## config.mk

```make
export PLATFORM = sky130hd
export DESIGN_NAME = alet_merge
export DESIGN_NICKNAME = d
export VERILOG_FILES = /design/src/rtl/core/alet_pkg.sv /design/src/rtl/core/alet_merge.sv
export SDC_FILE = /design/constraint.sdc
export NUM_CORES = 1
export LEC_CHECK = 0
export BUFFER_PORTS_ARGS = -buffer_cell sky130_fd_sc_hd__clkbuf_2
export CORE_AREA = 2 2 348 350
export CTS_CLUSTER_DIAMETER = 40
export CTS_CLUSTER_SIZE = 16
export DETAILED_ROUTE_END_ITERATION = 6
export DIE_AREA = 0 0 350 352
export MAX_ROUTING_LAYER = met4
export PLACE_DENSITY = 0.45
export SYNTH_ARGS = -nofsm -noshare
export SYNTH_HDL_FRONTEND = slang
export SYNTH_SLANG_ARGS = --single-unit
```

## constraint.sdc

```tcl
create_clock -name clk -period 3.1 [get_ports clk]
set_clock_uncertainty 0.05 [all_clocks]
set_input_delay 0.465 -clock clk [delete_from_list [all_inputs] [get_ports clk]]
set_output_delay 0.465 -clock clk [all_outputs]
set_load 0.05 [all_outputs]
```

## src/rtl/core/alet_pkg.sv

```systemverilog
// shared types, constants and register codes of the audio level envelope tracker
package alet_pkg;

  localparam int LVL_W       = 15;
  localparam int MS_W        = 16;
  localparam int IDX_W       = 4;
  localparam int SIGNALS     = 4;
  localparam int WINDOWS_DEF = 3;
  localparam int DIV_STEPS   = LVL_W;
  localparam int DCNT_W      = $clog2(DIV_STEPS);

  localparam logic [LVL_W-1:0] AVG_RESET = LVL_W'(1638);
  localparam logic [LVL_W-1:0] MAX_RESET = LVL_W'(3277);

  localparam int CFG_IDX_W  = 3;
  localparam int CFG_DATA_W = 16;

  localparam logic [CFG_IDX_W-1:0] REG_LONG_WIN   = 3'd0;
  localparam logic [CFG_IDX_W-1:0] REG_MID_WIN    = 3'd1;
  localparam logic [CFG_IDX_W-1:0] REG_SHORT_WIN  = 3'd2;
  localparam logic [CFG_IDX_W-1:0] REG_LONG_DECAY = 3'd3;
  localparam logic [CFG_IDX_W-1:0] REG_MID_DECAY  = 3'd4;
  localparam logic [CFG_IDX_W-1:0] REG_SHORT_DECAY = 3'd5;

  localparam logic [MS_W-1:0] LONG_WIN_RESET    = 16'd4000;
  localparam logic [MS_W-1:0] MID_WIN_RESET     = 16'd1000;
  localparam logic [MS_W-1:0] SHORT_WIN_RESET   = 16'd200;
  localparam logic [MS_W-1:0] LONG_DECAY_RESET  = 16'd65347;
  localparam logic [MS_W-1:0] MID_DECAY_RESET   = 16'd64783;
  localparam logic [MS_W-1:0] SHORT_DECAY_RESET = 16'd61858;

  typedef struct packed {
    logic [LVL_W-1:0] low_band_level;
    logic [LVL_W-1:0] mid_band_level;
    logic [LVL_W-1:0] high_band_level;
    logic [LVL_W-1:0] loudness_level;
    logic [MS_W-1:0]  delta_ms;
  } frame_t;

  typedef struct packed {
    logic [IDX_W-1:0] tracker_index;
    logic [LVL_W-1:0] smoothed_level;
    logic [LVL_W-1:0] floor_level;
    logic [LVL_W-1:0] mean_level;
    logic [LVL_W-1:0] ceiling_level;
    logic             above_ceiling;
    logic             below_floor;
    logic             peak_ended;
    logic             last_result;
  } result_t;

  typedef enum logic [2:0] {
    S_IDLE,
    S_SMOOTH,
    S_MUL,
    S_SUM,
    S_DIV,
    S_DMUL,
    S_DFIN,
    S_HAND
  } seq_state_t;

  typedef struct packed {
    logic       take;
    seq_state_t phase;
  } lane_ctl_t;

endpackage

```

## src/rtl/core/alet_merge.sv

```systemverilog
// result bank that takes all lane results of a frame and streams them out in order
module alet_merge #(
  parameter int TRACKERS = alet_pkg::SIGNALS * alet_pkg::WINDOWS_DEF
) (
  input  logic              clk,
  input  logic              rst_n,
  input  logic              load,
  input  alet_pkg::result_t lane_res [TRACKERS],
  output logic              full,
  output logic              out_valid,
  input  logic              out_stall,
  output alet_pkg::result_t out_data
);
  import alet_pkg::*;

  localparam int IW = (TRACKERS > 1) ? $clog2(TRACKERS) : 1;

  result_t         bank_r [TRACKERS];
  logic            full_r, full_nxt;
  logic [IW-1:0]   idx_r, idx_nxt;
  logic            xfer;

  always_comb begin
    xfer     = full_r & ~out_stall;
    full_nxt = full_r;
    idx_nxt  = idx_r;
    if (load) begin
      full_nxt = 1'b1;
      idx_nxt  = '0;
    end else if (xfer) begin
      if (idx_r == IW'(TRACKERS - 1)) begin
        full_nxt = 1'b0;
        idx_nxt  = '0;
      end else begin
        idx_nxt = idx_r + 1'b1;
      end
    end
  end

  always_ff @(posedge clk) begin
    if (!rst_n) begin
      full_r <= 1'b0;
      idx_r  <= '0;
    end else begin
      full_r <= full_nxt;
      idx_r  <= idx_nxt;
    end
  end

  always_ff @(posedge clk) begin
    if (load) begin
      bank_r <= lane_res;
    end
  end

  assign full      = full_r;
  assign out_valid = full_r;
  assign out_data  = bank_r[idx_r];

endmodule

```

==> results summary <==
The reg-to-reg startpoint is idx_r[0]. The number of I/O pins came out at just under 900. The TritonCTS clock tree is done.

The final worst-path setup slack came out at -97.84 ps. The class of the tightest hold or removal check is in2reg. The floorplan die area is 123200 um^2. The critical path in this run is classified as reg2out. The worst setup path is captured at an output pin. The global placement routability congestion came out at 0.9179. The count of input and output buffers came out at 889. Counting distinct cell types in the post-synthesis netlist gives 30.

The transition time of the tightest slew-check pin is 881.6 ps. By instance count, the cell type seen most on the critical path is sky130_fd_sc_hd__buf_16. The net count after synthesis came out at between 2000 and 2500. The fraction of power consumed by sequential logic came out at between 40% and 50%.

At the worst endpoint, the required time is 2580 ps. During synthesis, Yosys emitted a total of 0 warnings. Across the run, the number of max-cap violations was 0.

The total routing resource utilization after global routing came out at 20.22%. The checks that failed: setup timing. The number of register bits inferred by synthesis came out at 821.

Walking the worst path, the cells encountered are buf_12 -> buf_16 -> buf_16 -> mux4_2 -> nor2_2 -> o31ai_1 -> bufbuf_16. The number of DRC markers in iteration 0 is 1873. The total number of clock tree sinks came out at 821. The worst slack after detailed placement is 377.0 ps. The time the worst path needs with I/O delays and setup is 3198 ps. The total CTS buffers is approximately 150. The top fanout value on the critical path came out at 9.

The initial core utilization is 26.30%. The clock network is responsible for 49.2% of the overall power. The share of layout cells above drive strength 1 is 47.15%.

The total wire length after detailed routing came out at 124.0 mm. The combinational group share of total power came out at 10.1%. For this run, the share of the core covered by cells in the final layout is 45.57%. The final setup TNS came out at -1736 ps.

The number of setup violations in the final report came out at 44. The startpoint kind of the worst setup timing path is a flip-flop. The max-slew violation count is 0.

The total power after layout came out at 0.03321 W. The maximum count of clock buffers along a single path is 3. The estimated wirelength of the detail-placed design came out at ~81 mm. Entering global routing, the biggest net connects 86 pins. In the layout the commonest cells are sky130_fd_sc_hd__clkbuf_2 (820), sky130_fd_sc_hd__dlygate4sd3_1 (817), sky130_fd_sc_hd__edfxtp_1 (816). The post-layout net count came out at 4192.

The number of antenna-violating nets in the routed design came out at 0. The cell-internal power came out at 0.02551 W. The achievable clock frequency came out at about 310 MHz. The routed length per instance came out at 24.26 um. Tracing the worst setup path back leads to its startpoint at idx_r[0]. The vias per cell is ~4.4. The global-route wire length before repair came out at about 170 mm.

The worst slew margin relative to its limit came out at 41.23%. The layout filler cell count is approximately 10000. The area added between synthesis and finish came out at 73.27%.

The y dimension of the die is 352 um. Clock-pin slew was measured on the worst setup and hold paths at 50 ps. After floorplanning, the core was divided into 127 placement rows.

On the worst path, the slowest cell contributes a delay of 380 ps. The first detailed-routing pass took 5 iterations. After synthesis the cells add up to 31390 um^2. Synthesis produced 1477 cells.

The count of endpoints failing hold in the final timing report came out at 0. The die outline width came out at 350 um. The total area inside the core boundary comes to between 100000 and 150000 um^2. In this run the power spent charging and discharging nets is 0.007700 W. The number of global-route vias before repair came out at 25590. The leakage power total is 20.79 nW. The run finished, with violations left. The final routed DRC violation total is 0. The share of the yosys chip area belonging to registers came out at 78.39%. The initial antenna violation count came out at 17. The slowest stage of the critical path is the sky130_fd_sc_hd__dfxtp_4 cell. The start point of the worst min-delay path is out_stall.

The total via count in the routed design is 22740. At the worst endpoint, the arrival time is 2680 ps. Setup repair after global routing could not meet its margin everywhere. In this run the clock root is driven by a sky130_fd_sc_hd__clkbuf_16.

The power density of the placed cells is around 610 nW/um^2. Dividing the synthesized area by the synthesized cell count gives 21.25 um^2. The period utilization is 103.2%. CTS built an H-tree with a depth of 4.

The worst ir drop on vdd came out at between 500 and 600 uV. The clock latency on the worst-skew pair is 740 ps. The library cell used most frequently in the layout, excluding fill and tap cells, is sky130_fd_sc_hd__clkbuf_2. Net switching is 23.18% of the power. Summed over all layers, the global routing overflow is 0.
## cell families (layout without fill, tap and decap cells)
family	count (synthesis)	after routing	synth area share, %
DFF	821	821	78.39
AOI/OAI and AO/OA	144	144	3.153
other	0	12	0
adders and majority gates	1	1	0.03986
buffers and inverters	87	2097	1.866
and+or+nand+nor	152	152	1.913
muxes	272	272	14.64
## metrics by stage
step	std cells	area (um^2)	hold slack [ps]
floorplan	1477	31390	513.9
global placement	3957	39100	591.3
detailed placement	3957	39100	593.6
CTS	5086	53810	2.342
global route	5110	54380	51.77
finish	5111	54380	81.68
## critical path: cells and delay by family, from the launching register on
kind,cells,cell delay (ps)
and+or+nand+nor,1,40
muxes,1,340
AOI/OAI and AO/OA,1,360
DFF,1,380
buffers and inverters,4,820
## cells in the mapped netlist
| cell type | count | area share [%] |
|---|---|---|
| sky130_fd_sc_hd__a31oi_1 | 1 | 0.020 |
| sky130_fd_sc_hd__nand3b_1 | 1 | 0.024 |
| sky130_fd_sc_hd__a211o_1 | 1 | 0.028 |
| sky130_fd_sc_hd__buf_1 | 8 | 0.096 |
| sky130_fd_sc_hd__buf_12 | 1 | 0.064 |
| sky130_fd_sc_hd__and4_1 | 1 | 0.028 |
| sky130_fd_sc_hd__or3_1 | 1 | 0.020 |
| sky130_fd_sc_hd__ha_1 | 1 | 0.040 |
| sky130_fd_sc_hd__nor3_1 | 1 | 0.016 |
| sky130_fd_sc_hd__buf_6 | 19 | 0.68 |
| sky130_fd_sc_hd__mux2_2 | 136 | 4.9 |
| sky130_fd_sc_hd__clkbuf_1 | 20 | 0.24 |
| sky130_fd_sc_hd__o31a_1 | 1 | 0.028 |
| sky130_fd_sc_hd__dfxtp_1 | 5 | 0.32 |
| sky130_fd_sc_hd__mux4_2 | 136 | 9.8 |
| sky130_fd_sc_hd__buf_4 | 9 | 0.22 |
| sky130_fd_sc_hd__nor2_1 | 68 | 0.81 |
| sky130_fd_sc_hd__edfxtp_1 | 816 | 78 |
| sky130_fd_sc_hd__o21bai_1 | 1 | 0.024 |
| sky130_fd_sc_hd__and2_1 | 1 | 0.020 |
| sky130_fd_sc_hd__a21oi_1 | 3 | 0.048 |
| sky130_fd_sc_hd__nor2b_1 | 2 | 0.040 |
| sky130_fd_sc_hd__inv_1 | 1 | 0.012 |
| sky130_fd_sc_hd__nand2_1 | 73 | 0.87 |
| sky130_fd_sc_hd__buf_8 | 3 | 0.14 |
| sky130_fd_sc_hd__nand2b_1 | 4 | 0.080 |
| sky130_fd_sc_hd__o31ai_1 | 68 | 1.6 |
| sky130_fd_sc_hd__o22ai_1 | 68 | 1.4 |
| sky130_fd_sc_hd__buf_2 | 26 | 0.41 |
| sky130_fd_sc_hd__o21a_1 | 1 | 0.024 |
## state kept, by name, summed over array words and instances (netlist names)
signal	flops
idx_r	4
bank_r	816
full	1
## path summary, 6_finish.rpt
kind,to,cells after the start,slack [ps]
hold reg to reg,idx_r[3],2,650
hold / removal,full,3,80
setup / recovery,out_data[57],7,-100
setup reg to reg,idx_r[0],8,620
## area by class of cell
cell class,count,area (um^2),share of cell area [%]
clock buffer,155,3687,6.780
sequential,821,24620,45.27
multi-input combinational,569,6890,12.67
antenna,12,30.03,0.05522
tap,1612,2017,3.709
clock inverter,108,1310,2.409
timing repair buffer,1833,15830,29.10
inverter,1,3.754,0.006902
## layer usage
layer  vias up  global-route usage, %  part of all wire [%]
li1       9996                      -                     -
met1     11610                  23.89                    40
met2       924                  34.57                    52
met3       208                  3.876                   5.5
met4         0                  6.517                   2.5
met5         -                      -                     0
## power by group through the flow
| stage | clock, W | combinational [W] | sequential (W) |
|---|---|---|---|
| floorplan | 0 | 0.000880 | 0.0135 |
| global placement | 0 | 0.00218 | 0.0137 |
| detailed placement | 0 | 0.00221 | 0.0137 |
| CTS | 0.0166 | 0.00331 | 0.0135 |
| global route | 0.0171 | 0.00353 | 0.0136 |
| finish | 0.0163 | 0.00336 | 0.0135 |
## timing repair
| action | CTS | global route |
|---|---|---|
| endpoints found under the hold margin | 818 | 0 |
| setup endpoints to repair | 68 | 68 |
| gates cloned | 17 | 6 |
| pin swaps | 11 | 17 |
| setup buffers | 33 | 13 |
| resized for setup | 147 | 92 |
| hold buffers | 817 | 0 |
No activity file was read; power rests on OpenSTA's default activity.
