`config.mk`:
```
export PLATFORM = sky130hd
export DESIGN_NAME = alet_lane
export DESIGN_NICKNAME = d
export VERILOG_FILES = /design/src/rtl/core/alet_pkg.sv /design/src/rtl/core/alet_lane.sv
export SDC_FILE = /design/constraint.sdc
export NUM_CORES = 2
export LEC_CHECK = 0
export ABC_AREA = 1
export BUFFER_PORTS_ARGS = -buffer_cell sky130_fd_sc_hd__buf_2
export CAP_MARGIN = 0
export CORE_MARGIN = 5
export CORE_UTILIZATION = 32
export CTS_BUF_LIST = sky130_fd_sc_hd__clkbuf_4 sky130_fd_sc_hd__clkbuf_8
export CTS_CLUSTER_SIZE = 16
export DETAILED_ROUTE_END_ITERATION = 7
export RECOVER_POWER = 100
export SYNTH_ARGS = -nofsm -noshare
export SYNTH_HDL_FRONTEND = slang
export SYNTH_SLANG_ARGS = --single-unit
```
`constraint.sdc`:
```
create_clock -name clk -period 8.4 [get_ports clk]
set_input_delay 0 -clock clk [delete_from_list [all_inputs] [get_ports clk]]
set_output_delay 0 -clock clk [all_outputs]
set_load 0.01 [all_outputs]
```
`src/rtl/core/alet_pkg.sv`:
```
// shared types, constants and register codes of the audio level envelope tracker
package alet_pkg;

  localparam int LVL_W       = 15;
  localparam int MS_W        = 16;
  localparam int IDX_W       = 4;
  localparam int SIGNALS     = 4;
  localparam int WINDOWS_DEF = 3;
  localparam int DIV_STEPS   = LVL_W;
  localparam int DCNT_W      = $clog2(DIV_STEPS);

  localparam logic [LVL_W-1:0] AVG_RESET = LVL_W'(1638);
  localparam logic [LVL_W-1:0] MAX_RESET = LVL_W'(3277);

  localparam int CFG_IDX_W  = 3;
  localparam int CFG_DATA_W = 16;

  localparam logic [CFG_IDX_W-1:0] REG_LONG_WIN   = 3'd0;
  localparam logic [CFG_IDX_W-1:0] REG_MID_WIN    = 3'd1;
  localparam logic [CFG_IDX_W-1:0] REG_SHORT_WIN  = 3'd2;
  localparam logic [CFG_IDX_W-1:0] REG_LONG_DECAY = 3'd3;
  localparam logic [CFG_IDX_W-1:0] REG_MID_DECAY  = 3'd4;
  localparam logic [CFG_IDX_W-1:0] REG_SHORT_DECAY = 3'd5;

  localparam logic [MS_W-1:0] LONG_WIN_RESET    = 16'd4000;
  localparam logic [MS_W-1:0] MID_WIN_RESET     = 16'd1000;
  localparam logic [MS_W-1:0] SHORT_WIN_RESET   = 16'd200;
  localparam logic [MS_W-1:0] LONG_DECAY_RESET  = 16'd65347;
  localparam logic [MS_W-1:0] MID_DECAY_RESET   = 16'd64783;
  localparam logic [MS_W-1:0] SHORT_DECAY_RESET = 16'd61858;

  typedef struct packed {
    logic [LVL_W-1:0] low_band_level;
    logic [LVL_W-1:0] mid_band_level;
    logic [LVL_W-1:0] high_band_level;
    logic [LVL_W-1:0] loudness_level;
    logic [MS_W-1:0]  delta_ms;
  } frame_t;

  typedef struct packed {
    logic [IDX_W-1:0] tracker_index;
    logic [LVL_W-1:0] smoothed_level;
    logic [LVL_W-1:0] floor_level;
    logic [LVL_W-1:0] mean_level;
    logic [LVL_W-1:0] ceiling_level;
    logic             above_ceiling;
    logic             below_floor;
    logic             peak_ended;
    logic             last_result;
  } result_t;

  typedef enum logic [2:0] {
    S_IDLE,
    S_SMOOTH,
    S_MUL,
    S_SUM,
    S_DIV,
    S_DMUL,
    S_DFIN,
    S_HAND
  } seq_state_t;

  typedef struct packed {
    logic       take;
    seq_state_t phase;
  } lane_ctl_t;

endpackage

```
`src/rtl/core/alet_lane.sv`:
```
// one tracker lane: smoothing, windowed average with serial divide, min/max decay
module alet_lane #(
  parameter logic [alet_pkg::IDX_W-1:0] IDX     = '0,
  parameter bit                         IS_LAST = 1'b0
) (
  input  logic                          clk,
  input  logic                          rst_n,
  input  alet_pkg::lane_ctl_t           ctl,
  input  logic [alet_pkg::LVL_W-1:0]    level,
  input  logic [alet_pkg::MS_W-1:0]     elapsed,
  input  logic [alet_pkg::MS_W-1:0]     win,
  input  logic [alet_pkg::MS_W-1:0]     decay,
  output alet_pkg::result_t             res
);
  import alet_pkg::*;

  logic [LVL_W-1:0] cur_r, prev_r, avg_r, min_r, max_r;
  logic             flag_r;
  logic [LVL_W-1:0] level_r, s_r;
  logic [MS_W-1:0]  el_r, inv_r;
  logic             used_r;
  logic [30:0]      pa_r, pb_r, pm_r, pn_r;
  logic [31:0]      qa_r;
  logic [MS_W-1:0]  rem_r;
  logic [LVL_W-1:0] qn_r;
  result_t          res_r;

  logic [MS_W:0]    sum_lvl;
  logic [LVL_W-1:0] s_nxt;
  logic [32:0]      acc;
  logic [MS_W:0]    trial;
  logic             qbit;
  logic [LVL_W-1:0] avg_sel;
  logic [MS_W:0]    dinv;
  logic [32:0]      mx_acc, mn_acc;
  logic [LVL_W-1:0] mx_dec, mn_dec, mx_cl, mn_cl;
  logic             above, below;

  always_comb begin
    sum_lvl = {1'b0, level_r} + {1'b0, prev_r};
    s_nxt   = sum_lvl[LVL_W:1];
    acc     = 33'(pa_r) + 33'(pb_r) + 33'(win[MS_W-1:1]);
    trial   = {rem_r, qn_r[LVL_W-1]};
    qbit    = (trial >= {1'b0, win});
    avg_sel = used_r ? s_r : qn_r;
    dinv    = 17'h10000 - {1'b0, decay};
    mx_acc  = 33'(pm_r) + 33'(qa_r) + 33'(32768);
    mn_acc  = 33'(pn_r) + 33'(qa_r) + 33'(32768);
    mx_dec  = mx_acc[30:16];
    mn_dec  = mn_acc[30:16];
    mx_cl   = (mx_dec < avg_r) ? avg_r : mx_dec;
    mn_cl   = (mn_dec > avg_r) ? avg_r : mn_dec;
    above   = (s_r > mx_cl);
    below   = (s_r < mn_cl);
  end

  // tracker state
  always_ff @(posedge clk) begin
    if (!rst_n) begin
      cur_r  <= '0;
      prev_r <= '0;
      avg_r  <= AVG_RESET;
      min_r  <= '0;
      max_r  <= MAX_RESET;
      flag_r <= 1'b0;
    end else begin
      if (ctl.phase == S_SMOOTH) begin
        prev_r <= cur_r;
        cur_r  <= s_nxt;
      end
      if (ctl.phase == S_DMUL) begin
        avg_r <= avg_sel;
      end
      if (ctl.phase == S_DFIN) begin
        min_r  <= below ? s_r : mn_cl;
        max_r  <= above ? s_r : mx_cl;
        flag_r <= above;
      end
    end
  end

  // working datapath
  always_ff @(posedge clk) begin
    if (ctl.take) begin
      level_r <= level;
      el_r    <= elapsed;
    end
    case (ctl.phase)
      S_SMOOTH: begin
        s_r    <= s_nxt;
        used_r <= (el_r >= win);
        inv_r  <= win - el_r;
      end
      S_MUL: begin
        pa_r <= 31'(avg_r) * 31'(inv_r);
        pb_r <= 31'(s_r) * 31'(el_r);
      end
      S_SUM: begin
        // quotient fits 15 bits, so the upper part already sits below the window
        rem_r <= acc[30:15];
        qn_r  <= acc[14:0];
      end
      S_DIV: begin
        rem_r <= qbit ? MS_W'(trial - {1'b0, win}) : trial[MS_W-1:0];
        qn_r  <= {qn_r[LVL_W-2:0], qbit};
      end
      S_DMUL: begin
        pm_r <= 31'(max_r) * 31'(decay);
        pn_r <= 31'(min_r) * 31'(decay);
        qa_r <= 32'(avg_sel) * 32'(dinv);
      end
      S_DFIN: begin
        res_r.tracker_index  <= IDX;
        res_r.smoothed_level <= s_r;
        res_r.floor_level    <= below ? s_r : mn_cl;
        res_r.mean_level     <= avg_r;
        res_r.ceiling_level  <= above ? s_r : mx_cl;
        res_r.above_ceiling  <= above;
        res_r.below_floor    <= below;
        res_r.peak_ended     <= flag_r & ~above;
        res_r.last_result    <= IS_LAST;
      end
      default: ;
    endcase
  end

  assign res = res_r;

endmodule

```
==> flow_summary.json <==
{
  "yosysUniqueCellTypes": 61,
  "drt_iter0_drc": 3095,
  "final_layout_size_suffix_gt1_share_pct": 4.15,
  "slowest_stage": "inv_1",
  "cts_hold_buf": 85,
  "use_met2_pct": 31.3,
  "placedCellCount": 9532,
  "wl_per_cell_um": 17.8,
  "cts_made_buffers": 75,
  "antenna_found_initial": 13,
  "port_buffers": 131,
  "cp.required_ns": 8.94,
  "reg2regPathDepth": 29,
  "synth_ff_type": "edfxtp_1",
  "timing.final.crit_period_ns": 7.96,
  "floorplan.initialDensity_pct": 32.2,
  "rows": 159,
  "ctsHtreeMaxLevel": 3,
  "holdCritPathClass": "in2reg",
  "cp.arrival_ns": 8.49,
  "cp-end-kind": "flip-flop",
  "ys_ff_latch": 388,
  "clkSinkCount": 388,
  "synth_warnings": 0,
  "gp_congestion": 0.929,
  "cts-resized-gates": 0,
  "min_from": "win[13]",
  "clk_pin_slew_worst_paths_ns": 0.06,
  "seq_area_um2": 10900,
  "grt_max_degree": 101,
  "overflow": 0,
  "area_growth_pct": 9.52,
  "postPlaceCellArea_um2": 64000,
  "hold_ws_ns": 0.0786,
  "cp_max_fo": 22,
  "dieArea_um2": 198000,
  "crit_path_start_kind": "flip-flop",
  "reg2reg_to": "res[6]",
  "gr-max-usage-layer": "met2",
  "grt_pass1_wl_um": 277000,
  "grtUsageTotal_pct": 17.8,
  "maxSlewHeadroom_pct": -142,
  "cts_buffer_depth": 3,
  "status": "finished, violations left",
  "whs_path_depth": 4,
  "antenna_left": 0,
  "clk-insertion-delay-late_ns": 0.81,
  "synthArstFlopShare_pct": 0,
  "wirelength_um": 174000,
  "firstDrtPassIters": 8,
  "post-dp-hpwl_um": 142000,
  "grtUsageMet3_pct": 2.17,
  "r2r_start": "pm_r[11]",
  "syn_inst": 7081,
  "nets": 8933,
  "cap_violations": 11,
  "netlist_area_um2": 60500,
  "fmax_mhz": 126,
  "synth_edf_count": 312,
  "grt_pass1_vias": 49453,
  "max_stage_delay_ns": 0.50,
  "vias": 46552,
  "finalSetupTns_ns": 0,
  "slew_viol_final": 426,
  "ios": 137,
  "multi_input_area_um2": 42200,
  "finalNonFillerCells": 9761,
  "syn_avg_cell_area_um2": 8.54,
  "finalCritPeriodShare_pct": 94.7,
  "core_um2": 188000,
  "rsz0062_at_grt": "no",
  "worstMarginPinSlew_ns": 3.63,
  "hold_violations": 0,
  "r2r_slack_ns": 0.44,
  "viasPerCell": 4.77,
  "die_h_um": 445,
  "post_cts_buffers": 0,
  "drc": 0,
  "crit_type": "reg2reg",
  "cts_tree": "done",
  "ctsRootBufferMaster": "clkbuf_8",
  "n_fill_cell": 19448,
  "finalClockSkew_ns": 0.0588,
  "setup_violations": 0,
  "die_w_um": 445,
  "use_met1_pct": 22.6,
  "ys_seq_area_share_pct": 18.0,
  "whs_endpoint": "inv_r[13]",
  "failed_checks": "capacitance limit, slew limit",
  "final_cell_area_um2": 66200
}
## worst max-delay path by stage
stage               startpoint  endpoint
floorplan             decay[0]  qa_r[29]
global placement      decay[0]  qa_r[29]
detailed placement    decay[0]  qa_r[29]
CTS                    pm_r[9]   res[11]
global route          decay[0]  qa_r[29]
finish                pm_r[11]    res[6]
## per-layer routing
layer	wire length, um	vias up	part of all wire [%]
met5	12	-	0.0069
met4	6880	2	4.0
met3	9530	300	5.5
met2	85400	1301	49
met1	72200	23244	41
li1	-	21705	-
## layout by cell type (no fill, tap or decap), types with 6 or more instances in the layout
cell | synthesis | final
a211oi_1 | 10 | 9
a21boi_0 | 5 | 15
a21o_1 | 9 | 9
a21oi_1 | 315 | 317
a31oi_1 | 19 | 19
and2_0 | 0 | 9
buf_2 | 3 | 64
buf_4 | 7 | 81
bufinv_16 | 0 | 6
clkbuf_1 | 269 | 105
clkbuf_4 | 0 | 16
clkbuf_8 | 0 | 79
clkinv_1 | 5 | 20
clkinv_2 | 0 | 8
dfxtp_1 | 76 | 76
diode_2 | 0 | 9
dlygate4sd3_1 | 0 | 85
edfxtp_1 | 312 | 312
fa_1 | 931 | 931
ha_1 | 734 | 734
inv_1 | 1659 | 1659
nand2_1 | 1622 | 1623
nand3_1 | 127 | 127
nand4_1 | 19 | 19
nor2_1 | 284 | 284
nor3_1 | 18 | 18
nor4_1 | 6 | 6
o211ai_1 | 9 | 9
o21a_1 | 31 | 31
o21ai_0 | 210 | 232
o21ai_1 | 29 | 10
o21bai_1 | 39 | 39
o31ai_1 | 6 | 6
or2_2 | 13 | 13
xnor2_1 | 73 | 73
xor2_1 | 150 | 150
## logic make-up after synthesis
kind of cell | share of synthesized area (%)
compound gates | 6.62
xor+xnor | 3.23
other cells | 0.00620
buf+inv | 12.3
flops | 18.0
simple gates | 13.9
fa+ha+maj | 46.0
## state kept, by name, summed over array words and instances (netlist names), 16 cells and up
name,cells
el_r,16
pn_r,31
pm_r,31
qa_r,31
rem_r,16
pa_r,31
pb_r,31
res,63
inv_r,16
## cell type report
type | count | area share (%)
clock buffers | 95 | 1.82
flip-flops and latches | 388 | 16.4
clock inverters | 40 | 0.601
diodes | 9 | 0.0340
well taps | 2495 | 4.71
multi-input cells | 4731 | 63.6
inverters | 1668 | 9.45
repair buffers | 335 | 3.28
## critical path, delay by kind of cell (launching register included)
kind                       cells  cell delay (ns)
adders and majority gates      4             1.35
buffers and inverters          2             0.59
and+or+nand+nor                9             1.68
DFF                            1             0.41
xor gates and xnor gates       1             0.31
AOI/OAI and AO/OA             13             3.33
## synth_stat cells, drive strengths merged (10+ instances only)
cell | count | area, um^2
xnor2 | 73 | 639
xor2 | 150 | 1310
o21ai | 243 | 1230
buf | 29 | 154
fa | 931 | 18600
or2 | 15 | 96.4
o21bai | 39 | 293
ha | 734 | 9180
nand4 | 19 | 119
o21a | 31 | 233
a31oi | 19 | 119
nand2 | 1627 | 6120
nor2 | 289 | 1110
nor3 | 19 | 100
and2 | 11 | 68.8
a21oi | 317 | 1590
dfxtp | 76 | 1520
inv | 1663 | 6240
a21boi | 18 | 146
a211oi | 10 | 75.1
edfxtp | 312 | 9370
nand3 | 128 | 646
clkbuf | 269 | 1010
## through the flow
step	utilization (%)	setup WS [ns]
floorplan	-	0.758
global placement	34.1	0.655
detailed placement	34.1	0.629
CTS	35.4	0.697
global route	35.3	0.0233
finish	35.3	0.443
Power is left out: the tool's default activity adds up to more than one toggle a clock period on the data nets, which glitch-free logic cannot reach.
